**src/hdl/nmea_value_sentence_parser_core_defines.svh**
```systemverilog
// Assertion helpers for the top RTL file of the sentence parser.
// Both macros sample on clk_i and are switched off while rst_ni is low.
`ifndef NMEA_VALUE_SENTENCE_PARSER_CORE_DEFINES_SVH
`define NMEA_VALUE_SENTENCE_PARSER_CORE_DEFINES_SVH

`define NVSP_ASSERT_IMP(lbl, ante, cons, msg) \
  lbl: assert property (@(posedge clk_i) disable iff (!rst_ni) (ante) |-> (cons)) \
    else $error(msg);

`define NVSP_ASSERT_NXT(lbl, ante, cons, msg) \
  lbl: assert property (@(posedge clk_i) disable iff (!rst_ni) (ante) |=> (cons)) \
    else $error(msg);

`endif

```
**src/hdl/nvsp_pkg.sv**
```systemverilog
`timescale 1ns / 1ps

package nvsp_pkg;

  localparam int HdrLen = 7;
  localparam int MagW   = 16;
  localparam logic [MagW-1:0] MagMax = '1;

  typedef logic [1:0] kind_t;
  localparam kind_t KindHdt  = 2'd0;
  localparam kind_t KindPsag = 2'd1;
  localparam kind_t KindVbw  = 2'd2;
  localparam kind_t KindNone = 2'd3;

  // Per-character control from the framing checker to the field converter.
  typedef struct packed {
    logic res;
    logic at_field;
  } step_info_t;

  typedef struct packed {
    kind_t kind;
    logic  frame_ok;
  } frame_sts_t;

  typedef struct packed {
    logic            field_ok;
    logic            is_neg;
    logic [1:0]      frac_count;
    logic [MagW-1:0] magnitude;
    logic            round_carry;
  } field_sts_t;

  function automatic logic [7:0] hdr_char(kind_t k, logic [2:0] i);
    logic [55:0] s;
    case (k)
      KindHdt:  s = "$INHDT,";
      KindPsag: s = "$PSAG1,";
      KindVbw:  s = "$VMVBW,";
      default:  s = '0;
    endcase
    return s[8*(6 - int'(i)) +: 8];
  endfunction

  function automatic logic res_of(kind_t k);
    return (k == KindPsag) || (k == KindVbw);
  endfunction

  function automatic logic sign_of(kind_t k);
    return (k == KindPsag) || (k == KindVbw);
  endfunction

  function automatic logic [9:0] max_of(kind_t k);
    return (k == KindHdt) ? 10'd359 : 10'd999;
  endfunction

  function automatic logic [7:0] len_max_of(kind_t k);
    logic [7:0] n;
    case (k)
      KindHdt:  n = 8'd21;
      KindPsag: n = 8'd17;
      KindVbw:  n = 8'd31;
      default:  n = 8'd0;
    endcase
    return n;
  endfunction

  // Appends one decimal digit, saturating at the top of the magnitude range.
  function automatic logic [MagW-1:0] mag_push(logic [MagW-1:0] m, logic [3:0] d);
    logic [MagW+3:0] r;
    r = ({4'b0, m} << 3) + ({4'b0, m} << 1) + {{MagW{1'b0}}, d};
    return (r > {4'b0, MagMax}) ? MagMax : r[MagW-1:0];
  endfunction

endpackage

```
**src/hdl/nvsp_if.sv**
```systemverilog
`timescale 1ns / 1ps

interface nvsp_in_if;
  logic       valid;
  logic       ready;
  logic [7:0] msg_byte;
  logic [1:0] msg_type;
  logic       first_byte;
  logic       last_byte;

  modport source (output valid, msg_byte, msg_type, first_byte, last_byte, input ready);
  modport sink (input valid, msg_byte, msg_type, first_byte, last_byte, output ready);
endinterface

interface nvsp_out_if;
  logic               valid;
  logic               ready;
  logic               valid_res;
  logic signed [10:0] value;
  logic               resolution;
  logic               print_sign;

  modport source (output valid, valid_res, value, resolution, print_sign, input ready);
  modport sink (input valid, valid_res, value, resolution, print_sign, output ready);
endinterface

```
**src/hdl/nvsp_frame_chk.sv**
```systemverilog
`timescale 1ns / 1ps

module nvsp_frame_chk (
  input  logic                   clk_i,
  input  logic                   rst_ni,
  input  logic                   step_i,
  input  logic [7:0]             byte_i,
  input  logic [1:0]             type_i,
  input  logic                   first_i,
  output nvsp_pkg::step_info_t   info_o,
  output nvsp_pkg::frame_sts_t   sts_o
);

  localparam logic [2:0] SpWait = 3'd0;
  localparam logic [2:0] SpAcc  = 3'd1;
  localparam logic [2:0] SpHex1 = 3'd2;
  localparam logic [2:0] SpHex2 = 3'd3;
  localparam logic [2:0] SpDone = 3'd4;
  localparam logic [2:0] SpFail = 3'd5;

  nvsp_pkg::kind_t kind_q, kind_d, kind_cur;
  logic [7:0]  cnt_q, cnt_d, cnt_cur;
  logic        hm_q, hm_d, hm_cur;
  logic [15:0] recent_q, recent_d, recent_cur;
  logic        tail_q, tail_d, tail_cur;
  logic [2:0]  sp_q, sp_d, sp_cur;
  logic [7:0]  xor_q, xor_d, xor_cur;
  logic [7:0]  sent_q, sent_d, sent_cur;
  logic        tail_hit;
  logic [4:0]  hex;

  // Bit 4 flags a legal hex digit of either case.
  function automatic logic [4:0] hex_val(logic [7:0] c);
    logic [4:0] h;
    if (c >= "0" && c <= "9") begin
      h = {1'b1, c[3:0]};
    end else if ((c >= "A" && c <= "F") || (c >= "a" && c <= "f")) begin
      h = {1'b1, c[3:0] + 4'd9};
    end else begin
      h = 5'd0;
    end
    return h;
  endfunction

  always_comb begin
    // A first character starts from the cleared state.
    kind_cur   = first_i ? type_i : kind_q;
    cnt_cur    = first_i ? 8'd0 : cnt_q;
    hm_cur     = first_i ? 1'b1 : hm_q;
    recent_cur = first_i ? 16'd0 : recent_q;
    tail_cur   = first_i ? 1'b0 : tail_q;
    sp_cur     = first_i ? SpWait : sp_q;
    xor_cur    = first_i ? 8'd0 : xor_q;
    sent_cur   = first_i ? 8'd0 : sent_q;

    kind_d   = kind_cur;
    hm_d     = hm_cur;
    tail_d   = tail_cur;
    sp_d     = sp_cur;
    xor_d    = xor_cur;
    sent_d   = sent_cur;
    hex      = hex_val(byte_i);

    case (kind_cur)
      nvsp_pkg::KindHdt: begin
        tail_hit = byte_i == "*" && recent_cur[7:0] == "T" && recent_cur[15:8] == ",";
      end
      nvsp_pkg::KindPsag: begin
        tail_hit = byte_i == "*";
      end
      nvsp_pkg::KindVbw: begin
        tail_hit = byte_i == "*" && recent_cur[7:0] == "V" && recent_cur[15:8] == ",";
      end
      default: begin
        tail_hit = 1'b0;
      end
    endcase

    if (kind_cur != nvsp_pkg::KindNone) begin
      if (cnt_cur < 8'(nvsp_pkg::HdrLen) &&
          byte_i != nvsp_pkg::hdr_char(kind_cur, cnt_cur[2:0])) begin
        hm_d = 1'b0;
      end
      if (tail_hit) begin
        tail_d = 1'b1;
      end
    end

    case (sp_cur)
      SpWait: begin
        if (byte_i == "$") sp_d = SpAcc;
      end
      SpAcc: begin
        if (byte_i == "*") begin
          sp_d = SpHex1;
        end else begin
          xor_d = xor_cur ^ byte_i;
        end
      end
      SpHex1: begin
        if (!hex[4]) begin
          sp_d = SpFail;
        end else begin
          sent_d = {hex[3:0], 4'd0};
          sp_d   = SpHex2;
        end
      end
      SpHex2: begin
        if (!hex[4]) begin
          sp_d = SpFail;
        end else begin
          sent_d = {sent_cur[7:4], hex[3:0]};
          sp_d   = SpDone;
        end
      end
      default: begin
      end
    endcase

    cnt_d    = (cnt_cur != 8'hFF) ? cnt_cur + 8'd1 : cnt_cur;
    recent_d = {recent_cur[7:0], byte_i};
  end

  assign info_o.res      = nvsp_pkg::res_of(kind_cur);
  assign info_o.at_field = cnt_cur == 8'(nvsp_pkg::HdrLen);

  assign sts_o.kind     = kind_q;
  assign sts_o.frame_ok = kind_q != nvsp_pkg::KindNone && sp_q == SpDone &&
                          xor_q == sent_q && hm_q && tail_q &&
                          cnt_q <= nvsp_pkg::len_max_of(kind_q);

  always_ff @(posedge clk_i or negedge rst_ni) begin
    if (!rst_ni) begin
      kind_q   <= nvsp_pkg::KindHdt;
      cnt_q    <= 8'd0;
      hm_q     <= 1'b1;
      recent_q <= 16'd0;
      tail_q   <= 1'b0;
      sp_q     <= SpWait;
      xor_q    <= 8'd0;
      sent_q   <= 8'd0;
    end else if (step_i) begin
      kind_q   <= kind_d;
      cnt_q    <= cnt_d;
      hm_q     <= hm_d;
      recent_q <= recent_d;
      tail_q   <= tail_d;
      sp_q     <= sp_d;
      xor_q    <= xor_d;
      sent_q   <= sent_d;
    end
  end

endmodule

```
**src/hdl/nvsp_field_conv.sv**
```systemverilog
`timescale 1ns / 1ps

module nvsp_field_conv #(
  parameter int FIELD_CHARS = 9
) (
  input  logic                 clk_i,
  input  logic                 rst_ni,
  input  logic                 step_i,
  input  logic                 first_i,
  input  logic [7:0]           byte_i,
  input  nvsp_pkg::step_info_t info_i,
  output nvsp_pkg::field_sts_t sts_o
);

  localparam int LenW = $clog2(FIELD_CHARS + 1);

  localparam logic [1:0] FpBefore = 2'd0;
  localparam logic [1:0] FpIn     = 2'd1;
  localparam logic [1:0] FpDone   = 2'd2;
  localparam logic [1:0] FpBad    = 2'd3;

  logic [1:0]                fp_q, fp_d, fp_cur, fp_ent;
  logic [LenW-1:0]           len_q, len_d, len_cur;
  logic                      neg_q, neg_d, neg_cur;
  logic [1:0]                frac_q, frac_d, frac_cur;
  logic [nvsp_pkg::MagW-1:0] mag_q, mag_d, mag_cur;
  logic                      rc_q, rc_d, rc_cur;
  logic                      stop_q, stop_d, stop_cur;
  logic                      is_digit, is_sign, is_dot;
  logic [3:0]                digit;

  always_comb begin
    fp_cur   = first_i ? FpBefore : fp_q;
    len_cur  = first_i ? '0 : len_q;
    neg_cur  = first_i ? 1'b0 : neg_q;
    frac_cur = first_i ? 2'd0 : frac_q;
    mag_cur  = first_i ? '0 : mag_q;
    rc_cur   = first_i ? 1'b0 : rc_q;
    stop_cur = first_i ? 1'b0 : stop_q;

    is_digit = byte_i >= "0" && byte_i <= "9";
    is_sign  = byte_i == "+" || byte_i == "-";
    is_dot   = byte_i == ".";
    digit    = byte_i[3:0];

    // The field opens on the character right after the header.
    fp_ent = (fp_cur == FpBefore && info_i.at_field) ? FpIn : fp_cur;

    fp_d   = fp_ent;
    len_d  = len_cur;
    neg_d  = neg_cur;
    frac_d = frac_cur;
    mag_d  = mag_cur;
    rc_d   = rc_cur;
    stop_d = stop_cur;

    if (fp_ent == FpIn) begin
      if (byte_i == "," || byte_i == "*") begin
        fp_d = FpDone;
      end else if (is_digit || is_sign || is_dot) begin
        // Once conversion stops, legal characters only count toward the length.
        if (!stop_cur) begin
          if (is_sign) begin
            if (len_cur == '0) begin
              neg_d = byte_i == "-";
            end else begin
              stop_d = 1'b1;
            end
          end else if (is_dot) begin
            if (frac_cur == 2'd0) begin
              frac_d = 2'd1;
            end else begin
              stop_d = 1'b1;
            end
          end else begin
            case (frac_cur)
              2'd0: begin
                mag_d = nvsp_pkg::mag_push(mag_cur, digit);
              end
              2'd1: begin
                if (info_i.res) begin
                  mag_d = nvsp_pkg::mag_push(mag_cur, digit);
                end else begin
                  rc_d = digit >= 4'd5;
                end
                frac_d = 2'd2;
              end
              2'd2: begin
                if (info_i.res) rc_d = digit >= 4'd5;
                frac_d = 2'd3;
              end
              default: begin
              end
            endcase
          end
        end
        len_d = len_cur + LenW'(1);
        if (len_d >= LenW'(FIELD_CHARS)) fp_d = FpDone;
      end else begin
        fp_d = FpBad;
      end
    end
  end

  assign sts_o.field_ok    = fp_q == FpDone && len_q != '0;
  assign sts_o.is_neg      = neg_q;
  assign sts_o.frac_count  = frac_q;
  assign sts_o.magnitude   = mag_q;
  assign sts_o.round_carry = rc_q;

  always_ff @(posedge clk_i or negedge rst_ni) begin
    if (!rst_ni) begin
      fp_q   <= FpBefore;
      len_q  <= '0;
      neg_q  <= 1'b0;
      frac_q <= 2'd0;
      mag_q  <= '0;
      rc_q   <= 1'b0;
      stop_q <= 1'b0;
    end else if (step_i) begin
      fp_q   <= fp_d;
      len_q  <= len_d;
      neg_q  <= neg_d;
      frac_q <= frac_d;
      mag_q  <= mag_d;
      rc_q   <= rc_d;
      stop_q <= stop_d;
    end
  end

endmodule

```
**src/hdl/nmea_value_sentence_parser_core.sv**
```systemverilog
`timescale 1ns / 1ps
`include "nmea_value_sentence_parser_core_defines.svh"

// Checks one NMEA sentence delivered one character per word and reports the
// first field as a scaled, rounded, range-checked value. A character word can
// be taken in every cycle while input ready is high: the word is captured in
// an input register, the sentence state is updated from it, and a last
// character then produces its result word in the output register. Input
// ready drops only while a result still waits in the output register and the
// next result is already due, so a stalled output side holds at most one
// more result in flight. A sentence restarts at any word that carries
// first_byte.
module nmea_value_sentence_parser_core #(
  parameter int FIELD_CHARS = 9
) (
  input  logic              clk_i,
  input  logic              rst_ni,
  nvsp_in_if.sink           in_i,
  nvsp_out_if.source        out_o
);

  logic       in_vld_q;
  logic [7:0] byte_q;
  logic [1:0] type_q;
  logic       first_q;
  logic       last_q;
  logic       fin_q;
  logic       adv;
  logic       step;

  logic               out_vld_q;
  logic               valid_res_q;
  logic signed [10:0] value_q;
  logic               resolution_q;
  logic               print_sign_q;

  nvsp_pkg::step_info_t info;
  nvsp_pkg::frame_sts_t frame_sts;
  nvsp_pkg::field_sts_t field_sts;

  logic [nvsp_pkg::MagW-1:0] tot_a;
  logic [nvsp_pkg::MagW:0]   tot_b;
  logic [nvsp_pkg::MagW-1:0] total;
  logic                      res;
  logic                      range_ok;
  logic                      ok;
  logic [10:0]               val_abs;
  logic [10:0]               val;

  assign adv  = !(fin_q && out_vld_q && !out_o.ready);
  assign step = in_vld_q && adv;
  assign in_i.ready = adv;

  always_ff @(posedge clk_i or negedge rst_ni) begin
    if (!rst_ni) begin
      in_vld_q <= 1'b0;
      fin_q    <= 1'b0;
    end else if (adv) begin
      in_vld_q <= in_i.valid;
      fin_q    <= in_vld_q && last_q;
    end
  end

  always_ff @(posedge clk_i) begin
    if (adv && in_i.valid) begin
      byte_q  <= in_i.msg_byte;
      type_q  <= in_i.msg_type;
      first_q <= in_i.first_byte;
      last_q  <= in_i.last_byte;
    end
  end

  nvsp_frame_chk u_frame (
    .clk_i   (clk_i),
    .rst_ni  (rst_ni),
    .step_i  (step),
    .byte_i  (byte_q),
    .type_i  (type_q),
    .first_i (first_q),
    .info_o  (info),
    .sts_o   (frame_sts)
  );

  nvsp_field_conv #(
    .FIELD_CHARS (FIELD_CHARS)
  ) u_field (
    .clk_i   (clk_i),
    .rst_ni  (rst_ni),
    .step_i  (step),
    .first_i (first_q),
    .byte_i  (byte_q),
    .info_i  (info),
    .sts_o   (field_sts)
  );

  // Final rounding and range check, read from the state left by the last character.
  always_comb begin
    res   = nvsp_pkg::res_of(frame_sts.kind);
    tot_a = (res && field_sts.frac_count < 2'd2) ?
            nvsp_pkg::mag_push(field_sts.magnitude, 4'd0) : field_sts.magnitude;
    tot_b = {1'b0, tot_a} + {{nvsp_pkg::MagW{1'b0}}, field_sts.round_carry};
    total = tot_b[nvsp_pkg::MagW] ? nvsp_pkg::MagMax : tot_b[nvsp_pkg::MagW-1:0];

    if (field_sts.is_neg) begin
      range_ok = (frame_sts.kind == nvsp_pkg::KindHdt) ? (total == '0) :
                 (total <= nvsp_pkg::MagW'(999));
    end else begin
      range_ok = total <= {6'd0, nvsp_pkg::max_of(frame_sts.kind)};
    end

    ok      = frame_sts.frame_ok && field_sts.field_ok && range_ok;
    val_abs = total[10:0];
    val     = field_sts.is_neg ? (~val_abs + 11'd1) : val_abs;
  end

  always_ff @(posedge clk_i or negedge rst_ni) begin
    if (!rst_ni) begin
      out_vld_q <= 1'b0;
    end else if (fin_q && adv) begin
      out_vld_q <= 1'b1;
    end else if (out_o.ready) begin
      out_vld_q <= 1'b0;
    end
  end

  always_ff @(posedge clk_i) begin
    if (fin_q && adv) begin
      valid_res_q  <= ok;
      value_q      <= ok ? $signed(val) : 11'sd0;
      resolution_q <= ok ? res : 1'b0;
      print_sign_q <= ok ? nvsp_pkg::sign_of(frame_sts.kind) : 1'b0;
    end
  end

  assign out_o.valid      = out_vld_q;
  assign out_o.valid_res  = valid_res_q;
  assign out_o.value      = value_q;
  assign out_o.resolution = resolution_q;
  assign out_o.print_sign = print_sign_q;

  `NVSP_ASSERT_NXT(a_fin_loads_out, fin_q && adv, out_vld_q, "finished sentence gave no word")
  `NVSP_ASSERT_IMP(a_fail_is_zero, out_vld_q && !valid_res_q,
                   value_q == 11'sd0 && !resolution_q && !print_sign_q, "failed result not zero")
  `NVSP_ASSERT_IMP(a_value_range, out_vld_q && valid_res_q,
                   value_q >= -11'sd999 && value_q <= 11'sd999, "value out of range")
  `NVSP_ASSERT_IMP(a_unsigned_type, out_vld_q && valid_res_q && !print_sign_q,
                   !value_q[10] && !resolution_q, "unsigned type gave a negative value")

endmodule

```
**src/flat_wrapper.sv**
```systemverilog
// flat-port wrapper written by rule: the top's interface ports become plain ports
module nmea_value_sentence_parser_core_flat 
#(
  parameter int FIELD_CHARS = 9
)
  (clk_i, rst_ni, in_i_valid, in_i_msg_byte, in_i_msg_type, in_i_first_byte, in_i_last_byte, in_i_ready, out_o_valid, out_o_valid_res, out_o_value, out_o_resolution, out_o_print_sign, out_o_ready);
  nvsp_in_if in_i_i ();
  nvsp_out_if out_o_i ();
  input  logic clk_i;
  input  logic rst_ni;
  input wire logic [$bits(in_i_i.valid)-1:0] in_i_valid;
  input wire logic [$bits(in_i_i.msg_byte)-1:0] in_i_msg_byte;
  input wire logic [$bits(in_i_i.msg_type)-1:0] in_i_msg_type;
  input wire logic [$bits(in_i_i.first_byte)-1:0] in_i_first_byte;
  input wire logic [$bits(in_i_i.last_byte)-1:0] in_i_last_byte;
  output wire logic [$bits(in_i_i.ready)-1:0] in_i_ready;
  output wire logic [$bits(out_o_i.valid)-1:0] out_o_valid;
  output wire logic [$bits(out_o_i.valid_res)-1:0] out_o_valid_res;
  output wire logic [$bits(out_o_i.value)-1:0] out_o_value;
  output wire logic [$bits(out_o_i.resolution)-1:0] out_o_resolution;
  output wire logic [$bits(out_o_i.print_sign)-1:0] out_o_print_sign;
  input wire logic [$bits(out_o_i.ready)-1:0] out_o_ready;
  assign in_i_i.valid = in_i_valid;
  assign in_i_i.msg_byte = in_i_msg_byte;
  assign in_i_i.msg_type = in_i_msg_type;
  assign in_i_i.first_byte = in_i_first_byte;
  assign in_i_i.last_byte = in_i_last_byte;
  assign in_i_ready = in_i_i.ready;
  assign out_o_valid = out_o_i.valid;
  assign out_o_valid_res = out_o_i.valid_res;
  assign out_o_value = out_o_i.value;
  assign out_o_resolution = out_o_i.resolution;
  assign out_o_print_sign = out_o_i.print_sign;
  assign out_o_i.ready = out_o_ready;
  nmea_value_sentence_parser_core #(.FIELD_CHARS(FIELD_CHARS)) u_core (.clk_i(clk_i), .rst_ni(rst_ni), .in_i(in_i_i), .out_o(out_o_i));
endmodule
```
**config.mk**
```make
export PLATFORM = sky130hd
export DESIGN_NAME = nmea_value_sentence_parser_core_flat
export DESIGN_NICKNAME = d
export VERILOG_FILES = /design/src/hdl/nvsp_pkg.sv /design/src/hdl/nvsp_if.sv /design/src/hdl/nvsp_frame_chk.sv /design/src/hdl/nvsp_field_conv.sv /design/src/hdl/nmea_value_sentence_parser_core.sv /design/src/flat_wrapper.sv
export VERILOG_INCLUDE_DIRS = /design/src /design/src/hdl
export SDC_FILE = /design/constraint.sdc
export NUM_CORES = 1
export LEC_CHECK = 0
export BUFFER_PORTS_ARGS = -buffer_cell sky130_fd_sc_hd__buf_2
export CORE_MARGIN = 8
export CORE_UTILIZATION = 30
export CTS_CLUSTER_SIZE = 25
export DETAILED_ROUTE_END_ITERATION = 10
export MAX_ROUTING_LAYER = met4
export SLEW_MARGIN = 20
export SYNTH_ARGS = -nofsm -noshare
export SYNTH_HDL_FRONTEND = slang
export SYNTH_SLANG_ARGS = --single-unit
```
**constraint.sdc**
```tcl
create_clock -name clk_i -period 6.45 [get_ports clk_i]
set_input_delay 0.645 -clock clk_i [delete_from_list [all_inputs] [get_ports clk_i]]
set_output_delay 0.645 -clock clk_i [all_outputs]
set_load 0.005 [all_outputs]
```
# --- Word level (Yosys, flattened, before mapping) ---
# Cells that the tools add are included.
classes:
  addsub: 9
  magnitude_cmp: 15
  eq_ne: 27
  n_shift: 1
  muxes: 93
  bitwise: 2
  reduce_logical: 42
op_table:
  columns: ["operator", "count"]
  rows:
  - ["2-to-1 mux 16 bit", 13]
  - ["case mux 54 bit (3 select lines)", 1]
  - ["equality test 8 x 6 -> 1 bit (second input constant)", 7]
  - ["2-to-1 mux 56 bit", 1]
  - ["2-to-1 mux 8 bit", 7]
  - ["variable part select 56 x 7 -> 8 bit", 1]
  - ["adder 19 x 17 -> 20 bit", 2]
  - ["greater-than comparator 20 x 16 -> 1 bit (second input constant)", 2]
  - ["2-to-1 mux 1 bit", 36]
  - ["case mux 16 bit (2 select lines)", 1]
  - ["2-to-1 mux 2 bit", 15]
  - ["logical AND 1 bit", 24]
  - ["adder 20 x 4 -> 20 bit", 1]
  - ["2-to-1 mux 4 bit", 5]
  - ["adder 16 x 1 -> 17 bit", 1]
  - ["equality test 8 x 7 -> 1 bit (second input constant)", 2]
  - [">= comparator 8 x 7 -> 1 bit (second input constant)", 2]
  - ["<= comparator 16 x 10 -> 1 bit", 1]
  - ["<= comparator 16 x 10 -> 1 bit (second input constant)", 1]
  - ["<= comparator 8 x 7 -> 1 bit (second input constant)", 2]
  - ["zero test 16 bit", 1]
  - ["case mux 8 bit (2 select lines)", 1]
  - ["case mux 5 bit (3 select lines)", 1]
  - ["2-to-1 mux 3 bit", 4]
  - ["38 further kinds", 57]
word_totals:
  regBits: 102
  inputBits: 16
  output_inout_bits: 16
  word_cells: 214

# --- Depth between registers and ports, before layout ---
logic_depth:
  depth_word: 13
  mapped_depth: 25
  depth_no_buf: 23

# --- Cells and area by module ---
# Synthesis repeated with hierarchy kept, for this count alone.
hier_totals:
  cells_unflattened: 1172
  hier_area_um2: 9846.9
modules_own_cells:
  columns: ["mod", "instances", "cells_each", "area_per_inst_um2", "seq_area_each_um2"]
  rows:
  - ["nmea_value_sentence_parser_core", 1, 418, 3407.0, 825.8]
  - ["nvsp_frame_chk", 1, 361, 3243.1, 1177.4]
  - ["nvsp_field_conv", 1, 393, 3196.8, 675.6]

# --- Worst setup path after synthesis ---
# No wires, ideal clock.
synth_path:
  path_type: "flip-flop to flip-flop"
  from: "register u_core.u_field.mag_q[2] (netlist name)"
  to: "register u_core.value_q[9], in the netlist u_core.out_o.value[9] (data pin)"
  setup_ps: 167
  arrival_time_ps: 5223
  required_time_ps: 6283
  path_slack_ps: 1059
  path_stages_with_launch: 25
  n_path_buf: 2
  synth_period_minus_slack_ps: 5391
  cell_sequence: "dfrtp_1 -> ha_1 -> fa_1 -> a211oi_1 -> o21ai_1 -> nand4bb_1 -> a21oi_1 -> o221ai_4 -> nor2_4 -> buf_6 -> nor2_1 -> ha_1 -> ha_1 -> nand2_1 -> a21oi_1 -> o21ai_0 -> a31oi_4 -> o21ai_1 -> nand2b_1 -> ha_1 -> nand4_1 -> o32a_1 -> a311o_1 -> buf_6 -> a221oi_2"
synth_between:
  elab_chain_cells: 10
  elab_cells_between_ends: 15
  classes_between: "3 x add/sub; 3 x order compare; 6 x mux; 1 x bitwise; 2 x reduce/logical"
synth_rtl:
  columns: ["item", "line", "text"]
  rows:
  - ["start: declaration", "nvsp_field_conv.sv:26", "logic [nvsp_pkg::MagW-1:0] mag_q, mag_d, mag_cur;"]
  - ["start signal: assignment", "nvsp_field_conv.sv:125", "mag_q <= mag_d;"]
  - ["adder 19 x 17 -> 20 bit", "nvsp_pkg.sv:71", "r = ({4'b0, m} << 3) + ({4'b0, m} << 1) + {{MagW{1'b0}}, d};"]
  - ["greater-than comparator 20 x 16 -> 1 bit", "nvsp_pkg.sv:72", "return (r > {4'b0, MagMax}) ? MagMax : r[MagW-1:0];"]
  - ["2-to-1 mux 16 bit", "nvsp_pkg.sv:72", null]
  - ["2-to-1 mux 16 bit *", "nmea_value_sentence_parser_core.sv:99", "tot_a = (res && field_sts.frac_count < 2'd2) ?"]
  - ["adder 16 x 1 -> 17 bit *", "nmea_value_sentence_parser_core.sv:101", "tot_b = {1'b0, tot_a} + {{nvsp_pkg::MagW{1'b0}}, field_sts.round_carry};"]
  - ["2-to-1 mux 16 bit *", "nmea_value_sentence_parser_core.sv:102", "total = tot_b[nvsp_pkg::MagW] ? nvsp_pkg::MagMax : tot_b[nvsp_pkg::MagW-1:0];"]
  - ["named net u_core.total (one bit)", "nmea_value_sentence_parser_core.sv:43", "logic [nvsp_pkg::MagW-1:0] total;"]
  - ["<= comparator 16 x 10 -> 1 bit or zero test 16 bit (tied branches)", "nmea_value_sentence_parser_core.sv:106, nmea_value_sentence_parser_core.sv:105", null]
  - ["2-to-1 mux 1 bit", "nmea_value_sentence_parser_core.sv:105", "range_ok = (frame_sts.kind == nvsp_pkg::KindHdt) ? (total == '0) :"]
  - ["2-to-1 mux 1 bit", "nmea_value_sentence_parser_core.sv:104", "if (field_sts.is_neg) begin"]
  - ["logical AND 1 bit", "nmea_value_sentence_parser_core.sv:111", "ok = frame_sts.frame_ok && field_sts.field_ok && range_ok;"]
  - ["end signal: assignment", "nmea_value_sentence_parser_core.sv:129", "value_q <= ok ? $signed(val) : 11'sd0;"]
  - ["end: declaration", "nmea_value_sentence_parser_core.sv:33", "logic signed [10:0] value_q;"]
# Mark *: on every way through the listed nets, which the timed path passes. The rest lies on a longest branch.
# A chain may end at the register's enable or synchronous reset.

# --- Final worst setup path ---
layout_path:
  from: "register u_core.u_field.mag_q[0] (netlist name)"
  to: "register u_core.value_q[5], in the netlist u_core.out_o.value[5] (data pin)"
# The elaborated chain is that of the path after synthesis.

==> flow_metrics.py <==
metrics = {
    "clock_tree": {
        "ctsRootBufferMaster": "clkbuf_16",
        "numCtsBuffers": 9,
        "clk_latency_ns": 0.35,
        "clock-sinks": 102,
        "clock_path_buffers": 2,
        "htreeDepth": 3,
        "clk_transition_reported_paths_ns": 0.08,
        "cts_tree": "done",
    },
    "hold_path": {
        "hold_path_class": "primary input to asynchronous set/reset pin",
    },
    "place": {
        "numPortBuffers": 31,
        "dp_hpwl_mm": 17.8,
        "placed_area_um2": 9320,
        "gp_congestion": 0.881,
        "place_inst": 1428,
    },
    "setup_path": {
        "setup.worst_path.class": "register to register",
        "slowest_delay_ns": 0.49,
        "crit_end": "u_core.out_o.value[5]",
        "rrSetupSlack_ns": 0.46,
        "worst-path-max-fanout": 12,
        "rr_endpoint": "u_core.out_o.value[5]",
        "cpMostUsedCell": "ha_1",
        "start_kind": "register",
        "crit_path_top_delay_cell": "dfrtp_1",
        "path_cells": "ha_1 -> fa_1 -> a211oi_1 -> o21ai_1 -> nand4bb_1 -> a21oi_1 -> o221ai_4 -> nor2_4 -> nor2_1 -> ha_1 -> ha_1 -> nand2_1 -> a21oi_2 -> o21ai_0 -> a31oi_4 -> o21ai_1 -> buf_4 -> nand2b_1 -> ha_1 -> nand4_1 -> o32a_1 -> a311o_2 -> a221oi_1",
        "required_ns": 6.62,
        "crit_path_start": "u_core.u_field.mag_q[0]",
        "reg2reg_depth": 23,
        "r2r-start": "u_core.u_field.mag_q[0]",
        "endpoint_kind": "register",
        "worstPathArrival_ns": 6.15,
    },
    "outcome": {
        "status": "finished, final reports clean",
    },
    "synth": {
        "synthCells": 1044,
        "synth-seq-cells": 102,
        "synth-edff-count": 25,
        "post_synth.cell_area_avg_um2": 8.46,
        "synth_area_um2": 8830,
        "synth_top_area_frac": 0.215,
        "ys_types": 95,
        "syn-num-nets": 1140,
        "ys_seq_area_frac": 0.303,
        "yosys_warnings": 0,
        "yosys-top-cells-area": "dfrtp_1, ha_1, edfxtp_1, nand2_1, a21oi_1",
        "yosysTopAreaCell": "dfrtp_1",
        "async_flop_share": 0.755,
        "synthFlopType": "dfrtp_1",
        "synth_most_common_cell": "nand2_1",
        "synth_common_cells": "nand2_1, ha_1, dfrtp_1, a21oi_1, o21ai_0",
    },
    "power": {
        "power_leakage_nw": 4.01,
        "vdd_ir_drop_max_mv": 0.165,
        "powerDensity_nw_per_um2": 215,
    },
    "grt": {
        "grt_pass1_wl_mm": 39.4,
        "grt_pass1_vias": 7510,
        "gr-total-overflow": 0,
        "grt_antenna_before_repair": 0,
        "grt_use_total": 0.137,
        "grt_max_degree": 78,
    },
    "route": {
        "drc": 0,
        "postRouteAntennaNets": 0,
        "drt-total-wl_mm": 23.8,
        "route.met3.wl_mm": 1.09,
        "met2WireLength_mm": 10.9,
        "routedWlPerCell_um": 16.5,
        "drt_pass1_iterations": 5,
        "drtIter0Drc": 558,
        "top_layer_used": "met4",
        "via_count": 7835,
        "wl_met1_mm": 11.4,
        "avgViaCountPerCell": 5.43,
    },
    "cells_and_area": {
        "drive_gt1_frac": 0.0949,
        "area_growth_pct": 9.03,
        "finish.utilization": 0.328,
        "fin_nets": 1145,
        "design_area_um2": 9620,
        "antenna_cells": 0,
        "fin_cells": 1444,
    },
    "floorplan": {
        "core-area_um2": 29300,
        "initial_core_util": 0.301,
        "die-area_um2": 35200,
        "rows": 63,
        "die_y_um": 188,
        "die_w_um": 188,
        "io_pins": 32,
    },
    "timing": {
        "fmax_mhz": 167,
        "min_period_ns": 5.99,
        "slew_headroom": 0.326,
        "tns_ns": 0,
        "finalMaxSlewViolations": 0,
        "setup_violations": 0,
        "rsz0062_at_grt": "no",
        "layout_worst_path_cycle_share": 0.928,
        "hold_viol_final": 0,
        "whs_ns": 0.326,
        "finalClockSkew_ns": 0.0108,
        "tightestPinTransition_ns": 1.01,
    },
    "flow_run": {
        "cap_violations": 0,
    },
}
registers in the layout (all words and copies together) (netlist names), 2 cells and up:
name	cells
u_core.u_frame.xor_q	8
u_core.u_field.frac_q	2
u_core.u_field.mag_q	16
u_core.u_frame.sent_q	8
u_core.u_field.fp_q	2
u_core.u_frame.kind_q	2
u_core.type_q	2
u_core.u_frame.sp_q	3
u_core.byte_q	8
u_core.u_frame.cnt_q	8
u_core.u_frame.recent_q	16
u_core.u_field.len_q	4
u_core.out_o.value	11
per-stage QoR:
stage          worst slack (ns)  power, mW
3_5_place_dp              0.278       1.54
3_3_place_gp              0.458       1.54
2_1_floorplan              1.06       1.35
6_report                  0.462       2.07
5_1_grt                0.000339       2.20
4_1_cts                   0.256       2.08
final cells by class:
| type | instances | area, µm² |
|---|---|---|
| multi-input combinational | 857 | 5780 |
| timing repair buffer | 44 | 259 |
| sequential | 102 | 2680 |
| fill | 3083 | 19700 |
| inverter | 35 | 131 |
| clock inverter | 7 | 60.1 |
| tap | 390 | 488 |
| clock buffer | 9 | 225 |
report_power, final:
group,internal [mW],switching [mW]
Sequential,0.711,0.0557
Combinational,0.276,0.494
Clock,0.268,0.268
worst min-delay path by stage:
stage | from | end | slack [ns] | cells after the start
3_5_place_dp | u_core.last_q | u_core.fin_q | 0.46 | 2
6_report | rst_ni | u_core.u_frame.xor_q[4] | 0.33 | 1
3_3_place_gp | u_core.last_q | u_core.fin_q | 0.43 | 2
5_1_grt | rst_ni | u_core.u_frame.xor_q[4] | 0.38 | 1
2_1_floorplan | rst_ni | u_core.fin_q | 0.35 | 0
4_1_cts | in_i_msg_byte[3] | u_core.byte_q[3] | 0.44 | 1
cell families after synthesis:
logic type | Yosys count | synth area share
AND/OR/NAND/NOR | 409 | 0.231
AO/OA/AOI/OAI | 293 | 0.232
flip-flops | 102 | 0.303
buffers and inverters | 85 | 0.0431
adder cells (fa/ha/maj) | 80 | 0.115
XOR/XNOR | 68 | 0.0675
multiplexers | 7 | 0.00836
worst max-delay path: cells and delay by family, from the launching register on:
family | cells | cell delay, ns
adders and majority gates | 5 | 1.41
AOI/OAI and AO/OA | 11 | 2.99
and+or+nand+nor | 6 | 0.69
DFF | 1 | 0.49
buffers and inverters | 1 | 0.21
layout by cell type (no fill, tap or decap), types with 6 or more instances in the layout:
cell type | synthesis | routed
clkbuf_16 | 0 | 9
nand2b_1 | 15 | 15
buf_2 | 4 | 30
o21a_1 | 6 | 6
buf_4 | 1 | 13
a211oi_1 | 8 | 8
a31oi_1 | 9 | 9
edfxtp_1 | 25 | 25
ha_1 | 78 | 78
o21ai_0 | 72 | 72
and2_1 | 12 | 12
nand2_1 | 157 | 157
a21o_1 | 11 | 11
o21ai_1 | 6 | 6
o211ai_1 | 14 | 14
a2111oi_0 | 7 | 7
nand3_1 | 36 | 36
xor2_1 | 29 | 29
nor2b_1 | 25 | 25
xnor2_1 | 39 | 39
nor2_1 | 63 | 63
and3_1 | 9 | 9
nor3_1 | 28 | 28
nor4_1 | 10 | 10
inv_1 | 35 | 35
a21oi_1 | 73 | 72
dfrtp_1 | 76 | 76
a211oi_2 | 7 | 7
o21bai_1 | 6 | 6
nand4_1 | 14 | 14
what timing repair did:
action | in CTS | in global routing
hold buffers | 0 | 0
gates resized for setup | 0 | 3
buffers inserted | 0 | 0
endpoints found under the setup margin | 0 | 13
layer usage:
layer  vias to the layer above  global-route usage
li1                       3816                   -
met1                      3742               0.182
met2                       240               0.215
met3                        37              0.0189
met4                         0              0.0421
met5                         -                   -
Power figures use the tool's default switching activity.
